$ cat config.mk
export PLATFORM = sky130hd
export DESIGN_NAME = stick_condition_with_trim_calibration_unit
export DESIGN_NICKNAME = d
export VERILOG_FILES = /design/src/rtl/stcal_pkg.sv /design/src/rtl/stick_condition_with_trim_calibration_unit.sv /design/src/rtl/stcal_scaler.sv /design/src/rtl/stcal_cfg.sv /design/src/rtl/stcal_state.sv
export SDC_FILE = /design/constraint.sdc
export NUM_CORES = 1
export LEC_CHECK = 0
export ABC_AREA = 1
export BUFFER_PORTS_ARGS = -buffer_cell sky130_fd_sc_hd__buf_2
export CORE_AREA = 2 2 214 216
export CTS_CLUSTER_SIZE = 30
export DETAILED_ROUTE_END_ITERATION = 8
export DIE_AREA = 0 0 216 218
export PLACE_DENSITY_LB_ADDON = 0.08
export SLEW_MARGIN = 5
export SYNTH_ARGS = -nofsm -noshare
export SYNTH_HDL_FRONTEND = slang
export SYNTH_HIERARCHICAL = 1
export SYNTH_SLANG_ARGS = --single-unit
$ cat constraint.sdc
create_clock -name clk -period 7.7 [get_ports clk]
set_input_delay 0.77 -clock clk [delete_from_list [all_inputs] [get_ports clk]]
set_output_delay 0.77 -clock clk [all_outputs]
set_load 0.05 [all_outputs]
$ cat src/rtl/stcal_pkg.sv
`default_nettype none

package stcal_pkg;

    localparam int RAW_W   = 12;
    localparam int AXIS_W  = 10;
    localparam int LEVEL_W = 11;
    localparam int STEP_W  = 6;
    localparam int KEY_W   = 3;
    localparam int ADDR_W  = 3;
    localparam int DATA_W  = 32;

    localparam int FULL_SCALE = 1000;
    localparam int CENTRE     = 500;
    localparam int TRIM_LIMIT = 500;

    typedef logic [RAW_W-1:0]          raw_t;
    typedef logic [AXIS_W-1:0]         axis_t;
    typedef logic signed [LEVEL_W-1:0] level_t;
    typedef logic [STEP_W-1:0]         step_t;
    typedef logic [KEY_W-1:0]          key_t;
    typedef logic [ADDR_W-1:0]         addr_t;
    typedef logic [DATA_W-1:0]         data_t;

    localparam step_t TRIM_STEP_RESET = 6'd5;

    localparam logic REG_TRIM_STEP = 1'b0;

    localparam key_t KEY_NONE       = 3'd0;
    localparam key_t KEY_CALIBRATE  = 3'd1;
    localparam key_t KEY_PITCH_UP   = 3'd2;
    localparam key_t KEY_PITCH_DOWN = 3'd3;
    localparam key_t KEY_ROLL_RIGHT = 3'd4;
    localparam key_t KEY_ROLL_LEFT  = 3'd5;
    localparam key_t KEY_SHUTDOWN   = 3'd6;
    localparam key_t KEY_HOLD       = 3'd7;

    typedef struct packed {
        raw_t raw_pitch;
        raw_t raw_roll;
        raw_t raw_yaw;
        raw_t raw_throttle;
        key_t key_code;
        logic tx_acked;
    } req_t;

    typedef struct packed {
        axis_t pitch_out;
        axis_t roll_out;
        axis_t yaw_out;
        axis_t throttle_out;
        logic  shutdown_flag;
        logic  hold_flag;
    } rsp_t;

    typedef struct packed {
        axis_t pitch;
        axis_t roll;
        axis_t yaw;
        axis_t throttle;
    } scaled_t;

endpackage

`default_nettype wire

$ cat src/rtl/stick_condition_with_trim_calibration_unit.sv
`default_nettype none

// Stick conditioning unit: each request carries four raw stick samples, a key code and
// the radio acknowledge, and produces one response with the four commands in 0..1000
// and the shutdown and hold flags. A request is taken into an input register, and as it
// moves on to the response register the four scalers (one constant reciprocal
// multiplier per axis), the offset and trim adders and the key-driven state update all
// complete combinationally on the way. The unit thus takes one request every clock
// cycle while responses are taken; a response waits in the response register, and a
// stalled response holds the pipeline. The trim step register is written over the APB
// port and should only be changed while no request is in flight.
module stick_condition_with_trim_calibration_unit #(
    parameter int unsigned SAMPLE_MAX = 4095
) (
    input  logic              clk,
    input  logic              rst_n,
    input  logic              req_valid,
    output logic              req_ready,
    input  stcal_pkg::req_t   req_data,
    output logic              res_valid,
    input  logic              res_ready,
    output stcal_pkg::rsp_t   res_data,
    input  logic              psel,
    input  logic              penable,
    input  logic              pwrite,
    input  stcal_pkg::addr_t  paddr,
    input  stcal_pkg::data_t  pwdata,
    output stcal_pkg::data_t  prdata,
    output logic              pready
);
    import stcal_pkg::*;

    req_t    hold_reg;
    req_t    hold_next;
    logic    stage_valid_reg;
    logic    stage_valid_next;
    rsp_t    res_data_reg;
    rsp_t    res_data_next;
    logic    res_valid_reg;
    logic    res_valid_next;

    logic    advance;
    logic    req_fire;
    scaled_t scaled;
    rsp_t    rsp;
    step_t   trim_step;

    assign advance   = stage_valid_reg && (!res_valid_reg || res_ready);
    assign req_ready = !stage_valid_reg || advance;
    assign req_fire  = req_valid && req_ready;
    assign res_valid = res_valid_reg;
    assign res_data  = res_data_reg;

    stcal_cfg u_cfg (
        .clk       (clk),
        .rst_n     (rst_n),
        .psel      (psel),
        .penable   (penable),
        .pwrite    (pwrite),
        .paddr     (paddr),
        .pwdata    (pwdata),
        .prdata    (prdata),
        .pready    (pready),
        .trim_step (trim_step)
    );

    stcal_scaler #(.SAMPLE_MAX(SAMPLE_MAX)) u_scale_pitch (
        .raw    (hold_reg.raw_pitch),
        .invert (1'b1),
        .scaled (scaled.pitch)
    );

    stcal_scaler #(.SAMPLE_MAX(SAMPLE_MAX)) u_scale_roll (
        .raw    (hold_reg.raw_roll),
        .invert (1'b1),
        .scaled (scaled.roll)
    );

    stcal_scaler #(.SAMPLE_MAX(SAMPLE_MAX)) u_scale_yaw (
        .raw    (hold_reg.raw_yaw),
        .invert (1'b0),
        .scaled (scaled.yaw)
    );

    stcal_scaler #(.SAMPLE_MAX(SAMPLE_MAX)) u_scale_throttle (
        .raw    (hold_reg.raw_throttle),
        .invert (1'b1),
        .scaled (scaled.throttle)
    );

    stcal_state u_state (
        .clk       (clk),
        .rst_n     (rst_n),
        .advance   (advance),
        .scaled    (scaled),
        .key       (hold_reg.key_code),
        .ack       (hold_reg.tx_acked),
        .trim_step (trim_step),
        .rsp       (rsp)
    );

    always_comb
    begin
        hold_next        = req_fire ? req_data : hold_reg;
        stage_valid_next = req_fire ? 1'b1 : (advance ? 1'b0 : stage_valid_reg);
        res_data_next    = advance ? rsp : res_data_reg;
        res_valid_next   = advance ? 1'b1 : (res_ready ? 1'b0 : res_valid_reg);
    end

    always_ff @(posedge clk or negedge rst_n)
    begin
        if (!rst_n)
        begin
            stage_valid_reg <= 1'b0;
            res_valid_reg   <= 1'b0;
        end
        else
        begin
            stage_valid_reg <= stage_valid_next;
            res_valid_reg   <= res_valid_next;
        end
    end

    always_ff @(posedge clk)
    begin
        hold_reg     <= hold_next;
        res_data_reg <= res_data_next;
    end

    a_out_range: assert property (@(posedge clk) disable iff (!rst_n)
        res_valid_reg |-> (res_data_reg.pitch_out <= AXIS_W'(FULL_SCALE))
        && (res_data_reg.roll_out <= AXIS_W'(FULL_SCALE))
        && (res_data_reg.yaw_out <= AXIS_W'(FULL_SCALE))
        && (res_data_reg.throttle_out <= AXIS_W'(FULL_SCALE)))
        else $error("response command out of range");

    a_empty_ready: assert property (@(posedge clk) disable iff (!rst_n)
        !stage_valid_reg |-> req_ready)
        else $error("empty input stage refused a request");

    a_advance_fills: assert property (@(posedge clk) disable iff (!rst_n)
        advance |=> res_valid_reg)
        else $error("request left the input stage without a response");

endmodule

`default_nettype wire

$ cat src/rtl/stcal_scaler.sv
`default_nettype none

module stcal_scaler #(
    parameter int unsigned SAMPLE_MAX = 4095
) (
    input  stcal_pkg::raw_t  raw,
    input  logic             invert,
    output stcal_pkg::axis_t scaled
);
    import stcal_pkg::*;

    localparam longint unsigned MAX_L = longint'(SAMPLE_MAX);
    localparam int unsigned     V_W   = $clog2(MAX_L + 1);
    localparam int unsigned     SHIFT = $clog2(MAX_L * MAX_L + 1);
    localparam longint unsigned RECIP =
        ((longint'(FULL_SCALE) << SHIFT) + MAX_L - 1) / MAX_L;
    localparam int unsigned     C_W   = $clog2(RECIP + 1);
    localparam int unsigned     P_W   = V_W + C_W;

    logic [V_W-1:0] sat;
    logic [V_W-1:0] val;
    logic [P_W-1:0] prod;

    // The reciprocal is rounded up with enough fraction bits that the
    // truncated product equals the exact truncating quotient.
    always_comb
    begin
        if (32'(raw) > SAMPLE_MAX)
        begin
            sat = V_W'(SAMPLE_MAX);
        end
        else
        begin
            sat = V_W'(raw);
        end
        if (invert)
        begin
            val = V_W'(SAMPLE_MAX) - sat;
        end
        else
        begin
            val = sat;
        end
        prod   = P_W'(val) * P_W'(RECIP);
        scaled = prod[SHIFT +: AXIS_W];
    end

endmodule

`default_nettype wire

$ cat src/rtl/stcal_cfg.sv
`default_nettype none

module stcal_cfg (
    input  logic               clk,
    input  logic               rst_n,
    input  logic               psel,
    input  logic               penable,
    input  logic               pwrite,
    input  stcal_pkg::addr_t   paddr,
    input  stcal_pkg::data_t   pwdata,
    output stcal_pkg::data_t   prdata,
    output logic               pready,
    output stcal_pkg::step_t   trim_step
);
    import stcal_pkg::*;

    step_t trim_step_reg;
    step_t trim_step_next;
    logic  reg_index;

    assign reg_index = paddr[ADDR_W-1];
    assign pready    = 1'b1;
    assign trim_step = trim_step_reg;

    always_comb
    begin
        trim_step_next = trim_step_reg;
        if (psel && penable && pwrite && pready && (reg_index == REG_TRIM_STEP))
        begin
            trim_step_next = pwdata[STEP_W-1:0];
        end
        if (reg_index == REG_TRIM_STEP)
        begin
            prdata = DATA_W'(trim_step_reg);
        end
        else
        begin
            prdata = '0;
        end
    end

    always_ff @(posedge clk or negedge rst_n)
    begin
        if (!rst_n)
        begin
            trim_step_reg <= TRIM_STEP_RESET;
        end
        else
        begin
            trim_step_reg <= trim_step_next;
        end
    end

endmodule

`default_nettype wire

$ cat src/rtl/stcal_state.sv
`default_nettype none

module stcal_state (
    input  logic                clk,
    input  logic                rst_n,
    input  logic                advance,
    input  stcal_pkg::scaled_t  scaled,
    input  stcal_pkg::key_t     key,
    input  logic                ack,
    input  stcal_pkg::step_t    trim_step,
    output stcal_pkg::rsp_t     rsp
);
    import stcal_pkg::*;

    typedef logic signed [LEVEL_W+1:0] sum_t;
    typedef logic signed [STEP_W:0]    delta_t;

    level_t pitch_bias_reg, pitch_bias_next;
    level_t roll_bias_reg, roll_bias_next;
    level_t yaw_bias_reg, yaw_bias_next;
    level_t throttle_bias_reg, throttle_bias_next;
    level_t pitch_trim_reg, pitch_trim_next;
    level_t roll_trim_reg, roll_trim_next;
    logic   shutdown_reg, shutdown_next;
    logic   hold_reg, hold_next;

    delta_t step_up;
    delta_t step_down;

    function automatic axis_t clamp_axis(input sum_t v);
        axis_t r;
        if (v < 0)
        begin
            r = '0;
        end
        else if (v > sum_t'(FULL_SCALE))
        begin
            r = AXIS_W'(FULL_SCALE);
        end
        else
        begin
            r = v[AXIS_W-1:0];
        end
        return r;
    endfunction

    function automatic level_t trim_move(input level_t t, input delta_t d);
        logic signed [LEVEL_W:0] s;
        level_t r;
        s = (LEVEL_W + 1)'(t) + (LEVEL_W + 1)'(d);
        if (s > (LEVEL_W + 1)'(TRIM_LIMIT))
        begin
            r = level_t'(TRIM_LIMIT);
        end
        else if (s < -(LEVEL_W + 1)'(TRIM_LIMIT))
        begin
            r = -level_t'(TRIM_LIMIT);
        end
        else
        begin
            r = s[LEVEL_W-1:0];
        end
        return r;
    endfunction

    function automatic sum_t widen(input axis_t a);
        return sum_t'({1'b0, a});
    endfunction

    function automatic level_t level_of(input axis_t a);
        return level_t'({1'b0, a});
    endfunction

    assign step_up   = delta_t'({1'b0, trim_step});
    assign step_down = -step_up;

    always_comb
    begin
        rsp.pitch_out    = clamp_axis(widen(scaled.pitch) - sum_t'(pitch_bias_reg)
                                      + sum_t'(pitch_trim_reg));
        rsp.roll_out     = clamp_axis(widen(scaled.roll) - sum_t'(roll_bias_reg)
                                      + sum_t'(roll_trim_reg));
        rsp.yaw_out      = clamp_axis(widen(scaled.yaw) - sum_t'(yaw_bias_reg));
        rsp.throttle_out = clamp_axis(widen(scaled.throttle) - sum_t'(throttle_bias_reg));

        pitch_bias_next    = pitch_bias_reg;
        roll_bias_next     = roll_bias_reg;
        yaw_bias_next      = yaw_bias_reg;
        throttle_bias_next = throttle_bias_reg;
        pitch_trim_next    = pitch_trim_reg;
        roll_trim_next     = roll_trim_reg;
        shutdown_next      = ack ? 1'b0 : shutdown_reg;
        hold_next          = hold_reg;

        case (key)
            KEY_CALIBRATE:
            begin
                pitch_bias_next    = level_of(scaled.pitch) - level_t'(CENTRE);
                roll_bias_next     = level_of(scaled.roll) - level_t'(CENTRE);
                yaw_bias_next      = level_of(scaled.yaw) - level_t'(CENTRE);
                throttle_bias_next = level_of(scaled.throttle);
            end
            KEY_PITCH_UP:   pitch_trim_next = trim_move(pitch_trim_reg, step_up);
            KEY_PITCH_DOWN: pitch_trim_next = trim_move(pitch_trim_reg, step_down);
            KEY_ROLL_RIGHT: roll_trim_next  = trim_move(roll_trim_reg, step_up);
            KEY_ROLL_LEFT:  roll_trim_next  = trim_move(roll_trim_reg, step_down);
            KEY_SHUTDOWN:   shutdown_next   = 1'b1;
            KEY_HOLD:       hold_next       = ~hold_reg;
            default:
            begin
            end
        endcase

        rsp.shutdown_flag = shutdown_next;
        rsp.hold_flag     = hold_next;
    end

    always_ff @(posedge clk or negedge rst_n)
    begin
        if (!rst_n)
        begin
            pitch_bias_reg    <= '0;
            roll_bias_reg     <= '0;
            yaw_bias_reg      <= '0;
            throttle_bias_reg <= '0;
            pitch_trim_reg    <= '0;
            roll_trim_reg     <= '0;
            shutdown_reg      <= 1'b0;
            hold_reg          <= 1'b0;
        end
        else if (advance)
        begin
            pitch_bias_reg    <= pitch_bias_next;
            roll_bias_reg     <= roll_bias_next;
            yaw_bias_reg      <= yaw_bias_next;
            throttle_bias_reg <= throttle_bias_next;
            pitch_trim_reg    <= pitch_trim_next;
            roll_trim_reg     <= roll_trim_next;
            shutdown_reg      <= shutdown_next;
            hold_reg          <= hold_next;
        end
    end

    a_trim_range: assert property (@(posedge clk) disable iff (!rst_n)
        (pitch_trim_reg <= level_t'(TRIM_LIMIT)) && (pitch_trim_reg >= -level_t'(TRIM_LIMIT))
        && (roll_trim_reg <= level_t'(TRIM_LIMIT)) && (roll_trim_reg >= -level_t'(TRIM_LIMIT)))
        else $error("trim left its limits");

    a_ack_clears: assert property (@(posedge clk) disable iff (!rst_n)
        advance && ack && (key != KEY_SHUTDOWN) |=> !shutdown_reg)
        else $error("acknowledge did not clear the shutdown request");

    a_hold_toggle: assert property (@(posedge clk) disable iff (!rst_n)
        advance && (key == KEY_HOLD) |=> hold_reg != $past(hold_reg))
        else $error("hold key did not toggle hold mode");

endmodule

`default_nettype wire

==> metrics.md, run 1 <==
| Metric | Value |
|---|---|
| Num ports | 171 |
| Fin Clk Skew | 16.3 ps |
| Ratio of cells with drive above 1 in the final layout | 7.54% |
| Vias in the first global route | 22.8k |
| Average routed wire per standard cell | 14.4 µm |
| Vias | 23.4k |
| Startpoint Class | flip-flop |
| IO Port Bufs | 115 |
| Post-Synthesis Cells | 3736 |
| R2R depth | 33 |
| Max reg flops | 52 |
| Initial core utilization | 63.1% |
| Die ar. | 47100 µm² |
| Grt ovf | 0 |
| TNS Setup | 0 ps |
| Worst Tran Pin Value | 776 ps |
| Post-route insts no fill | 4501 |
| Fmax | 136 MHz |
| Iter 0 DRT Violations | 1474 |
| Row count | 78 |
| RD Place Congestion | 0.952 |
| Yosys warns | 6 |
| Initial antenna violation count | 0 |
| Crit path kind | reg -> reg |
| Hold-fix buffers at CTS | 0 |
| Relative max-transition margin | 47.9% |
| Slowest CP cell | fa_1 |
| Core outline area | 44900 µm² |
| Wire length of the first global-routing pass | 109000 µm |
| H-tree depth | 4 |
| Max cap viols | 0 |
| Hold Fails Final Rpt | 0 |
| CP arrival | 7670 ps |
| R2R Setup Slk | 370 ps |
| Largest net degree at the start of global routing | 48 |
| EDFF count, synth | 94 |
| Seq cells post-synth | 169 |
| Mapped cell area | 28300 µm² |
| Clock Path Buffers | 2 |
| R2R Path Start | hold_reg[39] |
| RR Endpoint | res_data[22] |
| CP endpoint kind | flip-flop |
| Cell mode on critical path | nand2_1 |
| Area grow syn2layout | 7.35% |
| Clock slew at reported path FFs | 70 ps |
| Placed insts | 4463 |
| Drt via density | 5.20 |
| Antenna-violating nets left | 0 |
| Critical Path Max Stage Delay | 590 ps |
| Clock Latency Late Sink | 490 ps |
| Routed WL | 64800 µm |
| DRC | 0 |
| Required @ worst endpoint | 8030 ps |
| Synth unique cells | 58 |
| Post-detail-place hpwl | 55700 µm |
| Final setup violation count | 0 |
| Slew Viols, Final | 0 |
| 1st-pass router iterations | 5 |
| Nets@finish | 4682 |
| Max FO, Critical Path | 6 |
| Outcome | finished clean |
| Die H | 218 µm |
| CTS root buffer | clkbuf_16 |
| Cts bufs inserted | 17 |
| GR Util All Layers | 28.9% |
| Register area share after synthesis | 16.6% |
| Average size of a mapped cell | 7.58 µm² |
| Tcrit/Tclk final | 95.3% |
| Die width | 216 µm |
| Diodes inserted | 0 |
| Asr flop ratio synth | 44.4% |
| CTS sink count | 169 |
| Min-delay worst type | in -> async |
| CTS tree | yes |
| Predominant post-synthesis flop cell | edfxtp_1 |
| Tmin final | 7330 ps |
[logic make-up after synthesis]
group,synth area share (%)
AND/OR/NAND/NOR,22.6
adder cells (fa/ha/maj),37.7
XOR/XNOR,3.40
other,0.0530
flip-flops,16.6
buffers and inverters,11.7
AO/OA/AOI/OAI,7.91
[timing repair]
action	CTS	global route
buffers inserted	0	6
gates resized for setup	0	35
endpoints found under the setup margin	0	20
[synthesized netlist by cell type (all sizes together) (3+ instances only)]
cell type  instances  area share (%)
nor4              10            0.29
nand3b            10            0.26
o31ai              6            0.16
nand3            210             3.8
a21o              15            0.40
a31oi             18            0.42
clkinv             3           0.044
nor2             283             3.9
nand2            910              12
nor3              61             1.1
fa               258              18
buf               35            0.89
nand4             30            0.66
a21oi            164             3.1
xor2              58             1.9
o211ai             5            0.13
o21bai            29            0.82
inv              805              11
o22ai              3           0.066
dfrtp             73             6.4
and2               4           0.088
ha               442              20
a21boi             7            0.19
o21ai            122             2.2
conb               4           0.053
o21a               7            0.19
clkbuf             9            0.12
xnor2             49             1.5
edfxtp            94              10
[worst max-delay path: cells and delay by family, from the launching register on]
kind,cells,cell delay (ps)
compound gates,1,300
xor+xnor,2,410
fa+ha+maj,8,3850
buf+inv,8,730
flops,1,420
simple gates,14,1500
[how the worst max path moves through the flow]
stage | from | to | slack (ps) | depth (start not counted)
final | hold_reg[39] | res_data[22] | 370 | 33
after global routing | hold_reg[39] | res_data[30] | -70 | 36
after CTS | hold_reg[39] | res_data[29] | 230 | 33
after detailed placement | hold_reg[39] | res_data[29] | 220 | 33
after global placement | hold_reg[51] | res_data[39] | 330 | 36
after floorplan | hold_reg[39] | res_data[29] | 650 | 33
[per-layer routing]
metal  vias to the layer above  GRT usage, %  share of wire [%]
met5                         -             0                  0
met1                     10727          38.8                 46
met4                         0          8.15                2.4
met2                       575          49.0                 46
li1                      11995             -                  -
met3                        95          4.10                5.1
[placed cells by master, fill, tap and decap left out, drive strengths merged, types with 94 or more instances in the layout]
master,n
nand2,910
inv,812
ha,442
nor2,283
fa,258
nand3,210
a21oi,164
buf,138
o21ai,122
edfxtp,94
[cell type report]
type	count	area, µm²
multi-input combinational	2754	20600
fill	4025	14500
sequential	169	4700
inverter	808	3030
timing repair buffer	138	751
tap	600	751
clock buffer	18	439
clock inverter	14	114
[through the flow]
step / instance area [µm²] / hold slack, ps / util (%) / setup WS (ps)
global route: 30400 / 260 / 67.8 / -69.8
global placement: 29700 / 470 / 66.1 / 327
finish: 30400 / 250 / 67.8 / 366
CTS: 30200 / 240 / 67.3 / 230
detailed placement: 29700 / 472 / 66.1 / 219
floorplan: 28500 / 452 / - / 650
Power of run 1 is left out: the tool's default activity adds up to more than one toggle a clock period on the data nets, which glitch-free logic cannot reach.
==> run 2: changes to the inputs <==
--- a/config.mk
+++ b/config.mk
@@ -5,12 +5,12 @@
 export SDC_FILE = /design/constraint.sdc
 export NUM_CORES = 1
 export LEC_CHECK = 0
-export ABC_AREA = 1
 export BUFFER_PORTS_ARGS = -buffer_cell sky130_fd_sc_hd__buf_2
-export CORE_AREA = 2 2 214 216
+export CORE_AREA = 2 2 206 208
+export CTS_CLUSTER_DIAMETER = 200
 export CTS_CLUSTER_SIZE = 30
 export DETAILED_ROUTE_END_ITERATION = 8
-export DIE_AREA = 0 0 216 218
+export DIE_AREA = 0 0 208 210
 export PLACE_DENSITY_LB_ADDON = 0.08
 export SLEW_MARGIN = 5
 export SYNTH_ARGS = -nofsm -noshare
==> run 2 against run 1 <==
  * The flow now finishes with violations (negative setup slack)
  * Register-to-register slack got worse by 370 ps
  * Via count is 11% lower
  * Highest routed layer unchanged
  * Global-route usage up 0.52 points
  * Worst hold slack improved by 190 ps
  * Synthesized cell count down 25%
  * Non-clock buffer count is 187 higher
  * Die area shrank 7.2%
  * Cell area rose by 0.36%
  * Largest cell class unchanged
  * Critical path type unchanged
  * Maximum frequency decreased by 4.8%
  * Routed wire length down 2.2%
  * Worst setup slack got worse by 370 ps
  * Synthesized area decreased by 7.2%
==> metrics.md, run 2 <==
| Metric | Value |
|---|---|
| Placed insts | 3565 (-20%) |
| Main area contributors after synthesis | ha_1 (21%), fa_1 (20%), edfxtp_1 (11%) |
| 1st-pass router iterations | 5 (unchanged) |
| Max FO, Critical Path | 3 (-3) |
| Hold Fails Final Rpt | 0 (unchanged) |
| Initial core utilization | 63.4% (+0.25 points) |
| Top cell type by total area after synthesis | ha_1 |
| Die ar. | 43700 µm² (-7.2%) |
| Hold path start | req_data[11] |
| Cts bufs inserted | 17 (unchanged) |
| Startpoint Class | flip-flop |
| Average routed wire per standard cell | 17.4 µm (+21%) |
| Ratio of cells with drive above 1 in the final layout | 19.8% (+12 points) |
| DRC | 0 (unchanged) |
| RR Endpoint | res_data[36] |
| Asr flop ratio synth | 44.4% (unchanged) |
| Antenna-violating nets left | 0 (unchanged) |
| Buf/Inv on CP | 6 (-2) |
| Core outline area | 41500 µm² (-7.6%) |
| Diodes inserted | 0 (unchanged) |
| CTS tree | yes |
| Die width | 208 µm (-3.7%) |
| Post-Synthesis Cells | 2786 (-25%) |
| Slowest CP cell | fa_1 |
| Synth top area share | 21.0% (+1.5 points) |
| Clock Path Buffers | 2 (unchanged) |
| Largest net degree at the start of global routing | 76 (+58%) |
| Global routing's busiest layer | met2 |
| Critical Path Max Stage Delay | 550 ps (-40 ps) |
| Register area share after synthesis | 17.9% (+1.3 points) |
| Nets@finish | 3877 (-17%) |
| Fin Clk Skew | 12.0 ps (-4.37 ps) |
| Grt ovf | 0 (unchanged) |
| RSZ-0062 raised after global routing | yes |
| Iter 0 DRT Violations | 1136 (-23%) |
| Cell with the most instances after synthesis | inv_1 |
| Average size of a mapped cell | 9.43 µm² (+24%) |
| R2R depth | 28 (-15%) |
| CTS sink count | 169 (unchanged) |
| Yosys warns | 6 (unchanged) |
| Cell mode on critical path | fa_1 |
| TNS Setup | -8.15 ps (-8.15 ps) |
| Mapped cell area | 26300 µm² (-7.2%) |
| FILL cells | 3059 (-24%) |
| Seq cells post-synth | 169 (unchanged) |
| Predominant post-synthesis flop cell | edfxtp_1 |
| Synth unique cells | 120 (+110%) |
| Hold depth | 1 |
| GR Util All Layers | 29.4% (+0.52 points) |
| Required @ worst endpoint | 7950 ps (-80 ps) |
| Hold Path Sink | hold_reg[11] |
| Worst Tran Pin Value | 1050 ps (+277 ps) |
| Setup slack after layout | -8.15 ps (-374 ps) |
| Min-delay worst type | in -> reg |
| Crit path kind | reg -> reg |
| Max cap viols | 0 (unchanged) |
| Register area | 4700 µm² (unchanged) |
| CP endpoint kind | flip-flop |
| Largest delay share family, worst path | adder cells |
| Clock slew at reported path FFs | 80 ps (about the same) |
| Tmin final | 7710 ps (+374 ps) |
| Initial antenna violation count | 0 (unchanged) |
| Fmax | 130 MHz (-4.8%) |
| Outcome | complete, but fails checks |
| Met1 usage | 36.4% (-2.3 points) |
| RD Place Congestion | 0.930 (-2.3%) |
| Post-detail-place hpwl | 50800 µm (-8.8%) |
| Area grow syn2layout | 16.2% |
| Num ports | 171 (unchanged) |
| Routed WL | 63400 µm (-2.2%) |
| Met2 Use GR | 52.5% (+3.4 points) |
| Commonest non-fill, non-tap cell in the layout | inv_1 |
| CP arrival | 7960 ps (+290 ps) |
| Relative max-transition margin | 29.8% (-18 points) |
| IO Port Bufs | 115 (unchanged) |
| Drt via density | 5.74 (+10%) |
| R2R Setup Slk | -8 ps (-370 ps) |
| Clock Latency Late Sink | 500 ps (about the same) |
| Wire length of the first global-routing pass | 103000 µm (-5.3%) |
| Most frequent cells in the layout | inv_1 (487), ha_1 (415), fa_1 (245) |
| Violated checks | negative setup slack |
| Area of the multi-input gates | 20500 µm² (-0.77%) |
| Most frequent cells after synthesis | inv_1 (511), ha_1 (442), fa_1 (258) |
| Slew Viols, Final | 0 (unchanged) |
| Row count | 75 (-3.8%) |
| Die H | 210 µm (-3.7%) |
| Vias in the first global route | 21.7k (-4.9%) |
| Hold-fix buffers at CTS | 0 (unchanged) |
| R2R Path Start | hold_reg[45] |
| EDFF count, synth | 94 (unchanged) |
| H-tree depth | 4 (unchanged) |
| Max reg flops | 52 (unchanged) |
| Vias | 20.9k (-11%) |
| CTS root buffer | clkbuf_16 |
| Post-route insts no fill | 3635 (-19%) |
| Final setup violation count | 1 (+1) |
| Tcrit/Tclk final | 100% (+4.9 points) |
| Met3 Track Usage GR | 3.83% (-0.27 points) |
==> run 2: cell count changes in the layout (fill, tap and decap cells not counted), sizes merged, moves of 32 or more <==
cell / before / now
a211oi: 1 / 33
buf: 138 / 325
inv: 812 / 520
nand2: 910 / 157
nand3: 210 / 43
nor2: 283 / 120
nor2b: 0 / 34
xnor2: 49 / 83
==> run 2: how the worst max path moves through the flow <==
stage / slack (ps) / cells after the start / endpoint / startpoint
after CTS: 5 / 33 / res_data[25] / hold_reg[33]
after floorplan: 0.7 / 30 / res_data[32] / hold_reg[49]
after global routing: -320 / 32 / res_data[32] / hold_reg[45]
after global placement: -140 / 29 / res_data[34] / hold_reg[49]
final: -8 / 28 / res_data[36] / hold_reg[45]
after detailed placement: -330 / 29 / res_data[33] / hold_reg[48]
==> run 2: logic make-up after synthesis <==
kind of cell,count (synthesis),share of synthesized area [%]
AO/OA/AOI/OAI,563,14.7
XOR/XNOR,168,5.63
adder cells (fa/ha/maj),700,40.7
buffers and inverters,587,8.92
flip-flops,169,17.9
multiplexers,13,0.533
other,4,0.0571
AND/OR/NAND/NOR,582,11.6
==> run 2: timing repair <==
item | in CTS | in global routing
pin swaps | 52 | 112
setup buffers | 16 | 23
endpoints found under the setup margin | 23 | 34
resized for setup | 61 | 154
==> run 2: area by class of cell <==
| cell class | count | area share (%) |
|---|---|---|
| inverter | 513 | 6.31 |
| timing repair buffer | 325 | 7.15 |
| multi-input combinational | 2057 | 67.0 |
| clock inverter | 15 | 0.492 |
| tap | 539 | 2.21 |
| clock buffer | 17 | 1.39 |
| sequential | 169 | 15.4 |
==> run 2: metal layers <==
layer  vias up  share of wire [%]
li1      10049                  -
met1     10224                 42
met2       463                 51
met3       122                3.3
met4         0                3.2
met5         -                  0
==> run 2: stage by stage <==
stage	utilization, %	setup slack (ps)	hold WS, ps	cell area [µm²]
2_1_floorplan	-	0.738	450	26500
3_5_place_dp	68.9	-327	470	28600
6_report	73.6	-8.15	442	30500
3_3_place_gp	68.9	-145	467	28600
5_1_grt	73.6	-315	414	30500
4_1_cts	71.4	4.61	406	29600
Power of run 2 is left out for the same reason.
==> run 3: changes to the inputs <==
--- a/config.mk
+++ b/config.mk
@@ -6,11 +6,12 @@
 export NUM_CORES = 1
 export LEC_CHECK = 0
 export BUFFER_PORTS_ARGS = -buffer_cell sky130_fd_sc_hd__buf_2
-export CORE_AREA = 2 2 206 208
+export CORE_AREA = 2 2 185 232
 export CTS_CLUSTER_DIAMETER = 200
 export CTS_CLUSTER_SIZE = 30
 export DETAILED_ROUTE_END_ITERATION = 8
-export DIE_AREA = 0 0 208 210
+export DIE_AREA = 0 0 187 234
+export GPL_ROUTABILITY_DRIVEN = 0
 export PLACE_DENSITY_LB_ADDON = 0.08
 export SLEW_MARGIN = 5
 export SYNTH_ARGS = -nofsm -noshare
==> run 3 against run 2 <==
  * The run now ends clean
  * Worst hold slack worse by 220 ps
  * Sequential cell count unchanged
  * Maximum frequency up 0.96%
  * Via count up 1.1%
  * Clock-buffer cell count up 1
  * Largest cell class unchanged
==> metrics.md, run 3 (synthesized netlist as in run 2, its figures left out) <==
| Metric | Value |
|---|---|
| Hold WS | 223 ps (-219 ps) |
| Area of the multi-input gates | 20600 µm² (+0.65%) |
| Iter 0 DRT Violations | 1117 (-1.7%) |
| Layout Cell Area excl Fill | 30600 µm² (+0.39%) |
| Grt ovf | 0 (unchanged) |
| Post-detail-place hpwl | 51600 µm (+1.6%) |
| Cell mode on critical path | inv_2 |
| Crit path kind | reg -> reg |
| Row count | 84 (+12%) |
| Final setup violation count | 0 (-1) |
| Die ar. | 43800 µm² (+0.18%) |
| Layout Utilization | 73.4% (-0.16 points) |
| Clock slew at reported path FFs | 80 ps (about the same) |
| FILL cells | 3031 (-0.92%) |
| Die H | 234 µm (+11%) |
| R2R depth | 31 (+11%) |
| Max FO, Critical Path | 8 (+5) |
| Most frequent cells in the layout | inv_1 (481), ha_1 (406), fa_1 (241) |
| Initial core utilization | 63.0% (-0.38 points) |
| Die width | 187 µm (-10%) |
| R2R Setup Slk | 70 ps (+70 ps) |
| CTS root buffer | clkbuf_16 |
| Average routed wire per standard cell | 17.8 µm (+2.2%) |
| Drt via density | 5.78 (+0.74%) |
| 1st-pass router iterations | 8 (+3) |
| DRC | 0 (unchanged) |
| CTS tree | yes |
| Commonest non-fill, non-tap cell in the layout | inv_1 |
| Tcrit/Tclk final | 99.2% (-0.95 points) |
| Relative max-transition margin | 48.5% (+19 points) |
| CP endpoint kind | flip-flop |
| Fmax | 131 MHz (+0.96%) |
| DP Area | 28400 µm² (-0.52%) |
| Max reg flops | 52 (unchanged) |
| Hold-fix buffers at CTS | 0 (unchanged) |
| Slowest CP cell | fa_1 |
| Vias in the first global route | 21.9k (+1.3%) |
| Register area | 4700 µm² (unchanged) |
| Core outline area | 41700 µm² (+0.60%) |
| Max cap viols | 0 (unchanged) |
| Num ports | 171 (unchanged) |
| RSZ-0062 raised after global routing | yes |
| Fin Clk Skew | 18.9 ps (+6.95 ps) |
| Clock Path Buffers | 2 (unchanged) |
| Routed WL | 65000 µm (+2.6%) |
| Crit path launch | hold_reg[49] |
| Critical Path Max Stage Delay | 590 ps (+40 ps) |
| Initial antenna violation count | 0 (unchanged) |
| Antenna-violating nets left | 0 (unchanged) |
| Required @ worst endpoint | 8020 ps (+70 ps) |
| Wire length of the first global-routing pass | 104000 µm (+0.99%) |
| Outcome | finished clean |
| H-tree depth | 4 (unchanged) |
| GR Util All Layers | 29.7% (+0.24 points) |
| Clock Latency Late Sink | 480 ps (-20 ps) |
| Nets@finish | 3870 (-0.18%) |
| IO Port Bufs | 115 (unchanged) |
| Diodes inserted | 0 (unchanged) |
| Startpoint Class | flip-flop |
| Hold Fails Final Rpt | 0 (unchanged) |
| RR Endpoint | res_data[34] |
| Worst Tran Pin Value | 772 ps (-281 ps) |
| Area grow syn2layout | 16.6% |
| TNS Setup | 0 ps (+8.15 ps) |
| Cts bufs inserted | 17 (unchanged) |
| R2R Path Start | hold_reg[49] |
| Min-delay worst type | in -> async |
| CP arrival | 7950 ps (about the same) |
| Tmin final | 7630 ps (-73.4 ps) |
| Vias | 21.1k (+1.1%) |
| Largest net degree at the start of global routing | 53 (-30%) |
| CTS sink count | 169 (unchanged) |
| Slew Viols, Final | 0 (unchanged) |
| Ratio of cells with drive above 1 in the final layout | 20.7% (+0.89 points) |
[run 3: cell types whose count changed in the layout (fill, tap and decap cells not counted), sizes merged]
cell      delta
inv          -1
clkinvlp     -1
clkbuf       +1
buf          -7
clkinv       +1
[run 3: worst max path at each step]
stage                     slack [ps]  depth (start not counted)      endpoint
final                             70                         31  res_data[34]
after floorplan                  0.7                         30  res_data[32]
after CTS                          1                         29  res_data[36]
after global placement          -150                         30  res_data[32]
after global routing            -210                         30  res_data[24]
after detailed placement        -300                         31  res_data[32]
[run 3: per-layer routing]
metal / wire [µm] / GRT usage, % / vias to the layer above
met3: 2260 / 3.49 / 227
met5: 0 / 0 / -
met4: 3370 / 14.7 / 0
met2: 34300 / 56.7 / 575
li1: - / - / 10035
met1: 25100 / 32.6 / 10251
[run 3: critical path, delay by kind of cell, from the launching register on]
kind                       cells  cell delay (ps)
and+or+nand+nor                7             1380
adders and majority gates      8             3580
AOI/OAI and AO/OA              5              980
buffers and inverters          8              550
DFF                            1              420
muxes                          1              100
xor gates and xnor gates       2              410
[run 3: metrics by stage]
stage / setup slack (ps) / cells
after global routing: -209 / 3648
after floorplan: 0.738 / 2813
after CTS: 1.20 / 3614
final: 65.2 / 3648
after detailed placement: -298 / 3562
after global placement: -148 / 3562
[run 3: what timing repair did]
action / CTS / global route
endpoints found under the setup margin: 22 / 31
buffers inserted: 20 / 35
gates resized for setup: 54 / 195
pin swaps: 44 / 114
hold endpoints to repair: 0 / 0
[run 3: area by class of cell]
| class | instances | share of cell area [%] |
|---|---|---|
| clock inverters | 14 | 0.506 |
| clock buffers | 18 | 1.43 |
| inverters | 513 | 6.29 |
| well taps | 559 | 2.28 |
| multi-input cells | 2057 | 67.2 |
| flip-flops and latches | 169 | 15.3 |
| repair buffers | 318 | 6.92 |
Power of run 3 is left out for the same reason.
